$ cat src/design/ubx_pkg.sv
`default_nettype none

package ubx_pkg;

    localparam logic [7:0] SYNC_FIRST  = 8'hb5;
    localparam logic [7:0] SYNC_SECOND = 8'h62;

    typedef enum logic [2:0] {
        EV_NONE    = 3'd0,
        EV_PAYLOAD = 3'd1,
        EV_GOOD    = 3'd2,
        EV_BAD     = 3'd3,
        EV_REJECT  = 3'd4
    } t_event;

    typedef struct packed {
        t_event      evt;
        logic [7:0]  msg_class;
        logic [7:0]  msg_ident;
        logic [5:0]  payload_len;
        logic [7:0]  payload_byte;
        logic [5:0]  payload_index;
    } t_result;

endpackage

`default_nettype wire

$ cat src/design/ubx_parse_core.sv
`default_nettype none

module ubx_parse_core #(
    parameter int MAX_PAYLOAD = 62
) (
    input  wire logic             i_clk,
    input  wire logic             i_rst_n,
    input  wire logic             i_accept,
    input  wire logic [7:0]       i_rx_byte,
    output ubx_pkg::t_result      o_result
);
    import ubx_pkg::*;

    // remaining count holds length + 2 at most
    localparam int RW = $clog2(MAX_PAYLOAD + 3);
    localparam logic [7:0]    MAX_LEN = 8'(MAX_PAYLOAD);
    localparam logic [RW-1:0] REM_TWO = RW'(2);
    localparam logic [RW-1:0] REM_ONE = RW'(1);

    typedef enum logic [2:0] {
        PH_HUNT  = 3'd0,
        PH_SYNC1 = 3'd1,
        PH_SYNC2 = 3'd2,
        PH_CLASS = 3'd3,
        PH_IDENT = 3'd4,
        PH_LENLO = 3'd5,
        PH_BODY  = 3'd6
    } t_phase;

    t_phase        r_phase,  n_phase;
    logic [7:0]    r_class,  n_class;
    logic [7:0]    r_ident,  n_ident;
    logic [5:0]    r_len,    n_len;
    logic [RW-1:0] r_rem,    n_rem;
    logic [7:0]    r_sum_a,  n_sum_a;
    logic [7:0]    r_sum_b,  n_sum_b;
    logic [7:0]    r_ck_a,   n_ck_a;
    logic [5:0]    r_pos,    n_pos;
    t_result       w_res;

    always_comb begin
        n_phase = r_phase;
        n_class = r_class;
        n_ident = r_ident;
        n_len   = r_len;
        n_rem   = r_rem;
        n_sum_a = r_sum_a;
        n_sum_b = r_sum_b;
        n_ck_a  = r_ck_a;
        n_pos   = r_pos;
        w_res   = '0;
        w_res.evt = EV_NONE;

        unique case (r_phase)
            PH_SYNC1: begin
                n_phase = (i_rx_byte == SYNC_SECOND) ? PH_SYNC2 : PH_HUNT;
            end
            PH_SYNC2: begin
                // class byte restarts the checksum
                n_class = i_rx_byte;
                n_sum_a = i_rx_byte;
                n_sum_b = i_rx_byte;
                n_phase = PH_CLASS;
            end
            PH_CLASS: begin
                n_ident = i_rx_byte;
                n_sum_a = r_sum_a + i_rx_byte;
                n_sum_b = r_sum_b + n_sum_a;
                n_phase = PH_IDENT;
            end
            PH_IDENT: begin
                if (i_rx_byte <= MAX_LEN) begin
                    n_len   = i_rx_byte[5:0];
                    n_rem   = RW'(i_rx_byte) + REM_TWO;
                    n_pos   = '0;
                    n_sum_a = r_sum_a + i_rx_byte;
                    n_sum_b = r_sum_b + n_sum_a;
                    n_phase = PH_LENLO;
                end else begin
                    w_res.evt       = EV_REJECT;
                    w_res.msg_class = r_class;
                    w_res.msg_ident = r_ident;
                    n_phase         = PH_HUNT;
                end
            end
            PH_LENLO: begin
                if (i_rx_byte == 8'h00) begin
                    // adding zero leaves sum_a as is
                    n_sum_b = r_sum_b + r_sum_a;
                    n_phase = PH_BODY;
                end else begin
                    w_res.evt         = EV_REJECT;
                    w_res.msg_class   = r_class;
                    w_res.msg_ident   = r_ident;
                    w_res.payload_len = r_len;
                    n_phase           = PH_HUNT;
                end
            end
            PH_BODY: begin
                w_res.msg_class   = r_class;
                w_res.msg_ident   = r_ident;
                w_res.payload_len = r_len;
                if (r_rem > REM_TWO) begin
                    n_sum_a             = r_sum_a + i_rx_byte;
                    n_sum_b             = r_sum_b + n_sum_a;
                    w_res.evt           = EV_PAYLOAD;
                    w_res.payload_byte  = i_rx_byte;
                    w_res.payload_index = r_pos;
                    n_pos               = r_pos + 6'd1;
                    n_rem               = r_rem - REM_ONE;
                end else if (r_rem == REM_TWO) begin
                    // first check byte reports nothing
                    n_ck_a            = i_rx_byte;
                    n_rem             = REM_ONE;
                    w_res.msg_class   = '0;
                    w_res.msg_ident   = '0;
                    w_res.payload_len = '0;
                end else begin
                    w_res.evt = (r_ck_a == r_sum_a && i_rx_byte == r_sum_b) ? EV_GOOD : EV_BAD;
                    n_rem     = '0;
                    n_phase   = PH_HUNT;
                end
            end
            default: begin
                n_phase = (i_rx_byte == SYNC_FIRST) ? PH_SYNC1 : PH_HUNT;
            end
        endcase
    end

    always_ff @(posedge i_clk) begin
        if (!i_rst_n) begin
            r_phase <= PH_HUNT;
            r_class <= '0;
            r_ident <= '0;
            r_len   <= '0;
            r_rem   <= '0;
            r_sum_a <= '0;
            r_sum_b <= '0;
            r_ck_a  <= '0;
            r_pos   <= '0;
        end else if (i_accept) begin
            r_phase <= n_phase;
            r_class <= n_class;
            r_ident <= n_ident;
            r_len   <= n_len;
            r_rem   <= n_rem;
            r_sum_a <= n_sum_a;
            r_sum_b <= n_sum_b;
            r_ck_a  <= n_ck_a;
            r_pos   <= n_pos;
        end
    end

    assign o_result = w_res;

endmodule

`default_nettype wire

$ cat src/design/ubx_out_buf.sv
`default_nettype none

module ubx_out_buf (
    input  wire logic             i_clk,
    input  wire logic             i_rst_n,
    input  wire logic             i_wr,
    input  wire ubx_pkg::t_result i_data,
    output logic                  o_full,
    output logic                  o_valid,
    input  wire logic             i_stall,
    output ubx_pkg::t_result      o_data
);
    import ubx_pkg::*;

    t_result    r_mem [2];
    logic       r_wr_ptr;
    logic       r_rd_ptr;
    logic [1:0] r_count;
    logic       w_rd;

    assign o_valid = (r_count != 2'd0);
    assign o_full  = r_count[1];
    assign w_rd    = o_valid && !i_stall;
    assign o_data  = r_mem[r_rd_ptr];

    always_ff @(posedge i_clk) begin
        if (!i_rst_n) begin
            r_wr_ptr <= 1'b0;
            r_rd_ptr <= 1'b0;
            r_count  <= 2'd0;
        end else begin
            if (i_wr) begin
                r_wr_ptr <= !r_wr_ptr;
            end
            if (w_rd) begin
                r_rd_ptr <= !r_rd_ptr;
            end
            r_count <= r_count + {1'b0, i_wr} - {1'b0, w_rd};
        end
    end

    always_ff @(posedge i_clk) begin
        if (i_wr) begin
            r_mem[r_wr_ptr] <= i_data;
        end
    end

endmodule

`default_nettype wire

$ cat src/design/ubx_frame_parser.sv
// UBX frame parser: takes one serial byte per word on the input channel and gives one result
// word per byte. A byte is taken every cycle unless the input stalls; its result goes into a
// two-entry output buffer as it is taken, and the input stalls only while both entries hold
// undelivered results. The sync hunt, header checks and Fletcher-8 update all sit in the
// combinational next-state logic of the parse core, so throughput is one byte per clock while unstalled.
// Result words carry an event code (payload byte, frame good, checksum bad, header rejected)
// with the class, id and length of the frame; payload bytes come with their index.
// MAX_PAYLOAD bounds the accepted length low byte; length and index report modulo 64.
`default_nettype none

module ubx_frame_parser #(
    parameter int MAX_PAYLOAD = 62
) (
    input  wire logic       i_clk,
    input  wire logic       i_rst_n,
    input  wire logic       i_valid,
    output logic            o_stall,
    input  wire logic [7:0] i_rx_byte,
    output logic            o_valid,
    input  wire logic       i_stall,
    output logic [2:0]      o_event_res,
    output logic [7:0]      o_msg_class,
    output logic [7:0]      o_msg_ident,
    output logic [5:0]      o_payload_len,
    output logic [7:0]      o_payload_byte,
    output logic [5:0]      o_payload_index
);
    import ubx_pkg::*;

    logic    w_accept;
    logic    w_full;
    t_result w_core_res;
    t_result w_out;

    assign o_stall  = w_full;
    assign w_accept = i_valid && !w_full;

    ubx_parse_core #(
        .MAX_PAYLOAD (MAX_PAYLOAD)
    ) u_core (
        .i_clk     (i_clk),
        .i_rst_n   (i_rst_n),
        .i_accept  (w_accept),
        .i_rx_byte (i_rx_byte),
        .o_result  (w_core_res)
    );

    ubx_out_buf u_buf (
        .i_clk   (i_clk),
        .i_rst_n (i_rst_n),
        .i_wr    (w_accept),
        .i_data  (w_core_res),
        .o_full  (w_full),
        .o_valid (o_valid),
        .i_stall (i_stall),
        .o_data  (w_out)
    );

    assign o_event_res     = w_out.evt;
    assign o_msg_class     = w_out.msg_class;
    assign o_msg_ident     = w_out.msg_ident;
    assign o_payload_len   = w_out.payload_len;
    assign o_payload_byte  = w_out.payload_byte;
    assign o_payload_index = w_out.payload_index;

endmodule

`default_nettype wire

$ cat config.mk
export PLATFORM = sky130hd
export DESIGN_NAME = ubx_frame_parser
export DESIGN_NICKNAME = d
export VERILOG_FILES = /design/src/design/ubx_pkg.sv /design/src/design/ubx_parse_core.sv /design/src/design/ubx_out_buf.sv /design/src/design/ubx_frame_parser.sv
export SDC_FILE = /design/constraint.sdc
export NUM_CORES = 1
export LEC_CHECK = 0
export ABC_CLOCK_PERIOD_IN_PS = 3900
export BUFFER_PORTS_ARGS = -buffer_cell sky130_fd_sc_hd__buf_4
export CAP_MARGIN = 20
export CORE_MARGIN = 3
export CORE_UTILIZATION = 45
export CTS_CLUSTER_DIAMETER = 120
export CTS_CLUSTER_SIZE = 14
export DETAILED_ROUTE_END_ITERATION = 12
export PLACE_DENSITY = 0.73
export RECOVER_POWER = 50
export SLEW_MARGIN = 25
export SYNTH_ARGS = -nofsm -noshare
export SYNTH_HDL_FRONTEND = slang
export SYNTH_SLANG_ARGS = --single-unit
$ cat constraint.sdc
create_clock -name i_clk -period 3.9 [get_ports i_clk]
set_input_delay 0.195 -clock i_clk [delete_from_list [all_inputs] [get_ports i_clk]]
set_output_delay 0.195 -clock i_clk [all_outputs]
set_load 0.01 [all_outputs]
==> results of run 1 <==
-- routing by layer --
metal | vias to the layer above | GRT usage (%) | part of all wire [%]
met4 | 0 | 5.72 | 1.9
met3 | 28 | 4.43 | 5.4
met5 | - | 0 | 0
li1 | 2422 | - | -
met1 | 2492 | 23.7 | 43
met2 | 156 | 30.9 | 49
-- cell families after synthesis --
logic type                 share of synthesized area (%)
and+or+nand+nor                                     15.2
DFF                                                 51.3
AOI/OAI and AO/OA                                   10.7
muxes                                               11.1
buffers and inverters                               2.72
xor gates and xnor gates                            4.64
adders and majority gates                           4.22
-- worst paths after layout --
kind | startpoint | endpoint | depth (start not counted)
hold / removal | i_rx_byte[0] | u_core.r_sum_a[0] | 3
setup / recovery | u_core.r_phase[0] | u_core.r_sum_b[7] | 11
setup reg to reg | u_core.r_phase[0] | u_core.r_sum_b[7] | 11
hold reg to reg | u_core.r_class[7] | u_core.r_class[7] | 2
-- cell type report --
type,instances,area share [%]
sequential,145,44.9
clock inverter,11,1.60
clock buffer,21,5.61
timing repair buffer,60,4.25
tap,211,3.21
inverter,8,0.366
multi-input combinational,455,40.1
-- power groups by stage --
stage                     clock, uW  sequential [uW]  combinational (uW)
after floorplan                   0             1840                 477
after global placement            0             1860                 806
after detailed placement          0             1870                 813
after CTS                      1630             1840                 822
after global routing           1690             1850                 799
final                          1600             1840                 732
-- stage by stage --
step | cells | hold slack (ps)
2_1_floorplan | 645 | 432
3_3_place_gp | 879 | 449
3_5_place_dp | 879 | 456
4_1_cts | 911 | 108
5_1_grt | 911 | 159
6_report | 911 | 151
-- cells in the final DEF, fill, tap and decap left out, types with 17 or more instances in the layout --
cell       instances
buf_4             33
o21ai_0           19
ha_1              21
edfxtp_1          78
xnor2_1           26
and2_0            19
a21oi_1           23
clkbuf_16         17
mux2i_1           36
dfxtp_1           67
nand2_1           47
nor2_1            68
mux2_2            37
clkbuf_1          29
-- sequential cells by signal, indices dropped and copies added (netlist names), named ones only --
signal	cells
u_buf.r_count	2
u_buf.r_mem	78
u_buf.r_rd_ptr	1
u_buf.r_wr_ptr	1
u_core.r_ck_a	8
u_core.r_class	8
u_core.r_ident	8
u_core.r_len	6
u_core.r_phase	3
u_core.r_pos	6
u_core.r_rem	7
u_core.r_sum_a	8
u_core.r_sum_b	8
-- worst register-to-register path, cell delays in order (launching register included) --
cell	delay, ps
dfxtp_1	630
nand2b_1	410
o21a_1	530
nand2_1	110
nand2_1	130
ha_1	250
a211oi_1	260
o21ai_0	190
o31ai_1	290
xnor2_1	180
o311ai_0	350
o31ai_1	100
==> results_dict.tcl, run 1 <==
set metrics [dict create \
    fill_cells 1334 \
    overflow 0 \
    worstPathRequired_ps 4200 \
    first_pass_iters 4 \
    antenna_left 0 \
    synth_top_flop_cell "edfxtp_1" \
    cts_buffers 17 \
    pre_cts_slack_ps 369 \
    cts_setup_buffers 0 \
    cts_root_buf "clkbuf_16" \
    p_clk_share_pct 38.4 \
    setup_viol 0 \
    cpMaxStageDelayCell "dfxtp_1" \
    place_congestion 0.872 \
    fin_crit_sh_pct 90.8 \
    clock_latency_ps 420 \
    fmax_mhz 282 \
    clkTransAtPathRegs_ps 60 \
    layout_min_cycle_time_ps 3540 \
    grt_pass1_wl_um 26100 \
    port_buffers 52 \
    avgSynthCellArea_um2 11.1 \
    crit_path_cell_trace "nand2b_1 > o21a_1 > nand2_1 > nand2_1 > ha_1 > a211oi_1 > o21ai_0 > o31ai_1 > xnor2_1 > o311ai_0 > o31ai_1" \
    intPower_uw 3100 \
    cp_max_fo 16 \
    std_cell_rows 45 \
    criticalPathCategory "register to register" \
    fin_area_um2 8210 \
    worstMarginPinSlew_ps 2100 \
    ios 53 \
    remaining_drc_errors 0 \
    crit_path_end_kind "register" \
    grt_start_max_net_pins 36 \
    clk_path_buf_depth 2 \
    max-cap-violations 2 \
    yosysSeqAreaShare_pct 51.3 \
    hpwl_um 10500 \
    max_slew_margin_pct -40.3 \
    hold_viol_final 0 \
    routed_wl_um 15900 \
    power.switching_uw 1080 \
    crit_arrival_ps 3840 \
    synth_area_um2 7180 \
    die_h_um 132 \
    yosysMostFrequentCell "edfxtp_1" \
    utilization_pct 53.2 \
    synth_edf_count 78 \
    hold_path_class "input port to register" \
    leakagePower_uw 0.00315 \
    drive_gt1_share_pct 16.3 \
    fin_setup_tns_ps 0 \
    crit_family "compound AO/OA/AOI/OAI gates" \
    synth_cells 645 \
    antenna_found_initial 0 \
    fin_ws_ps 357 \
    cts_max_level 4 \
    rsz0062_at_grt "no" \
    startpoint_type "register" \
    die_width_um 132 \
    crit_path_max_incr_delay_ps 630 \
    viasPerCell 5.60 \
    wl_per_cell_um 17.5 \
    p_seq_share_pct 44.0 \
    synth_seq_cells 145 \
    syn_nets 680 \
    num_antenna_cells 0 \
    power_frac_comb_pct 17.5 \
    cts.repair.resized 0 \
    die_area_um2 17500 \
    cts_tree "done" \
    yosysTopAreaCellShare_pct 32.6 \
    syn_to_final_growth_pct 14.4 \
    place_area_um2 7730 \
    multi_input_area_um2 3290 \
    r2r_slack_ps 360 \
    num_vias 5098 \
    vdd_ir_drop_max_uv 328 \
    start_util_pct 46.5 \
    synth.area.top_cells "edfxtp_1 (33%), dfxtp_1 (19%), mux2_2 (6.1%)" \
    synthTopCellsByCount "edfxtp_1 (78), nor2_1 (68), dfxtp_1 (67)" \
    register_area_um2 3680 \
    power_uw 4170 \
    synthDistinctLibCells 62 \
    initialDrtViolationCount 391 \
    cts.hold.buffers_added 0 \
    cp_num_buf_inv 0 \
    ys_warn_count 0 \
    core_um2 15400 \
    ys_async_sr_fraction_pct 0 \
    violations "capacitance limit, slew limit" \
    yosysTopAreaCell "edfxtp_1" \
    switching_share_pct 25.8 \
    skew_ps 9.60 \
    status "finished with violations" \
    grt_pass1_vias 5087 \
    gr-usage-all-layers_pct 18.4 \
    nets 722 \
    cellPowerDensity_nw_per_um2 508 \
    slew_viol_final 70 \
    cts_sinks 145 \
]
Power figures use the tool's default switching activity.
==> inputs of run 2 (changes only) <==
--- a/config.mk
+++ b/config.mk
@@ -8,7 +8,7 @@
 export ABC_CLOCK_PERIOD_IN_PS = 3900
 export BUFFER_PORTS_ARGS = -buffer_cell sky130_fd_sc_hd__buf_4
 export CAP_MARGIN = 20
-export CORE_MARGIN = 3
+export CORE_MARGIN = 1.5
 export CORE_UTILIZATION = 45
 export CTS_CLUSTER_DIAMETER = 120
 export CTS_CLUSTER_SIZE = 14
==> constraint.sdc (replaced) <==
create_clock -name i_clk -period 3.9 [get_ports i_clk]
set_input_delay 0.195 -clock i_clk [delete_from_list [all_inputs] [get_ports i_clk]]
set_output_delay 0.195 -clock i_clk [all_outputs]
set_load 0.02 [all_outputs]
==> results_dict.tcl, run 2 (same netlist as run 1, synthesis figures left out) <==
set metrics [dict create \
    first_pass_iters 6 \
    port_buffers 52 \
    std_cell_rows 45 \
    pre_cts_slack_ps 415 \
    worstPathRequired_ps 4210 \
    cts.repair.resized 0 \
    fin_setup_tns_ps 0 \
    r2r.worst_path.cells 11 \
    syn_to_final_growth_pct 14.7 \
    skew_ps 8.97 \
    grt_pass1_vias 5026 \
    clkTransAtPathRegs_ps 60 \
    die_area_um2 16700 \
    cts.hold.buffers_added 0 \
    regMostFlops "u_buf.r_mem" \
    crit_path_end_kind "register" \
    hpwl_um 10500 \
    antenna_left 0 \
    drive_gt1_share_pct 17.6 \
    routed_wl_um 15700 \
    cp_max_fo 16 \
    violations "capacitance limit, slew limit" \
    multi_input_area_um2 3280 \
    cts_sinks 145 \
    min_path_cells 2 \
    viasPerCell 5.56 \
    setup_viol 0 \
    cp_num_buf_inv 0 \
    largest_reg_flops 78 \
    worstMarginPinSlew_ps 1980 \
    place_congestion 0.924 \
    layout_commonest_cell "edfxtp_1" \
    fin_ws_ps 472 \
    cellPowerDensity_nw_per_um2 529 \
    fill_cells 1325 \
    fmax_mhz 292 \
    num_antenna_cells 0 \
    path_depth 11 \
    cpMaxStageDelayCell "dfxtp_1" \
    ios 53 \
    gr-usage-all-layers_pct 19.8 \
    crit_family "compound AO/OA/AOI/OAI gates" \
    cts_max_level 4 \
    slew_viol_final 36 \
    crit_path_max_incr_delay_ps 610 \
    max_slew_margin_pct -31.8 \
    clk_path_buf_depth 2 \
    register_area_um2 3680 \
    cts_root_buf "clkbuf_16" \
    rsz0062_at_grt "no" \
    startpoint_type "register" \
    grt_start_max_net_pins 42 \
    start_util_pct 46.7 \
    layout_min_cycle_time_ps 3430 \
    criticalPathCategory "register to register" \
    initialDrtViolationCount 335 \
    hold_viol_final 0 \
    cts_tree "done" \
    layout_common_cells "edfxtp_1 (78), nor2_1 (68), dfxtp_1 (67), nand2_1 (47), buf_4 (44)" \
    die_h_um 129 \
    wl_per_cell_um 17.3 \
    overflow 0 \
    nets 722 \
    cts_buffers 17 \
    cts_setup_buffers 0 \
    antenna_found_initial 0 \
    max-cap-violations 2 \
    die_width_um 129 \
    remaining_drc_errors 0 \
    num_vias 5059 \
    crit_arrival_ps 3740 \
    core_um2 15400 \
    status "finished with violations" \
    vdd_ir_drop_max_uv 310 \
    fin_crit_sh_pct 87.9 \
    clock_latency_ps 420 \
    leakagePower_uw 0.00319 \
    crit_path_cell_trace "nand2b_1 > o21a_1 > nand2_1 > nand2_1 > ha_1 > a211oi_1 > o21ai_0 > o31ai_1 > xnor2_1 > o311ai_0 > o31ai_1" \
    hold_path_class "input port to register" \
    grt_pass1_wl_um 25200 \
]
## run 2: final cells by class
cell class / instances / area share (%)
flip-flops and latches: 145 / 44.7
multi-input cells: 455 / 39.8
clock buffers: 18 / 5.21
repair buffers: 60 / 4.74
well taps: 211 / 3.21
clock inverters: 13 / 1.96
inverters: 8 / 0.365
## run 2: power by group
group / switching (uW) / leakage, uW / internal (uW)
registers: 58.1 / 0.00129 / 1780
logic: 515 / 0.00161 / 364
clock network: 634 / 0.000281 / 1000
## run 2: final timing paths
check,start,to,slack [ps]
max,u_core.r_phase[0],u_core.r_sum_b[7],470
max reg2reg,u_core.r_phase[0],u_core.r_sum_b[7],470
min,i_rst_n,u_core.r_sum_b[3],120
min reg2reg,u_core.r_class[7],u_core.r_class[7],450
## run 2: stage by stage
step	area, um2	hold WS (ps)	total power (uW)	std cells	util (%)
2_1_floorplan	7180	432	2440	645	-
3_3_place_gp	7730	447	2790	879	50.3
3_5_place_dp	7730	446	2810	879	50.3
4_1_cts	8320	106	4440	910	54.2
5_1_grt	8230	111	4520	910	53.6
6_report	8230	117	4350	910	53.6
## run 2: layer usage
| metal | wire length [um] | vias to the layer above | global-route usage (%) |
|---|---|---|---|
| met5 | 0 | - | 0 |
| met4 | 276 | 0 | 7.80 |
| met3 | 853 | 24 | 4.75 |
| met2 | 7850 | 157 | 33.3 |
| met1 | 6750 | 2461 | 24.5 |
| li1 | - | 2417 | - |
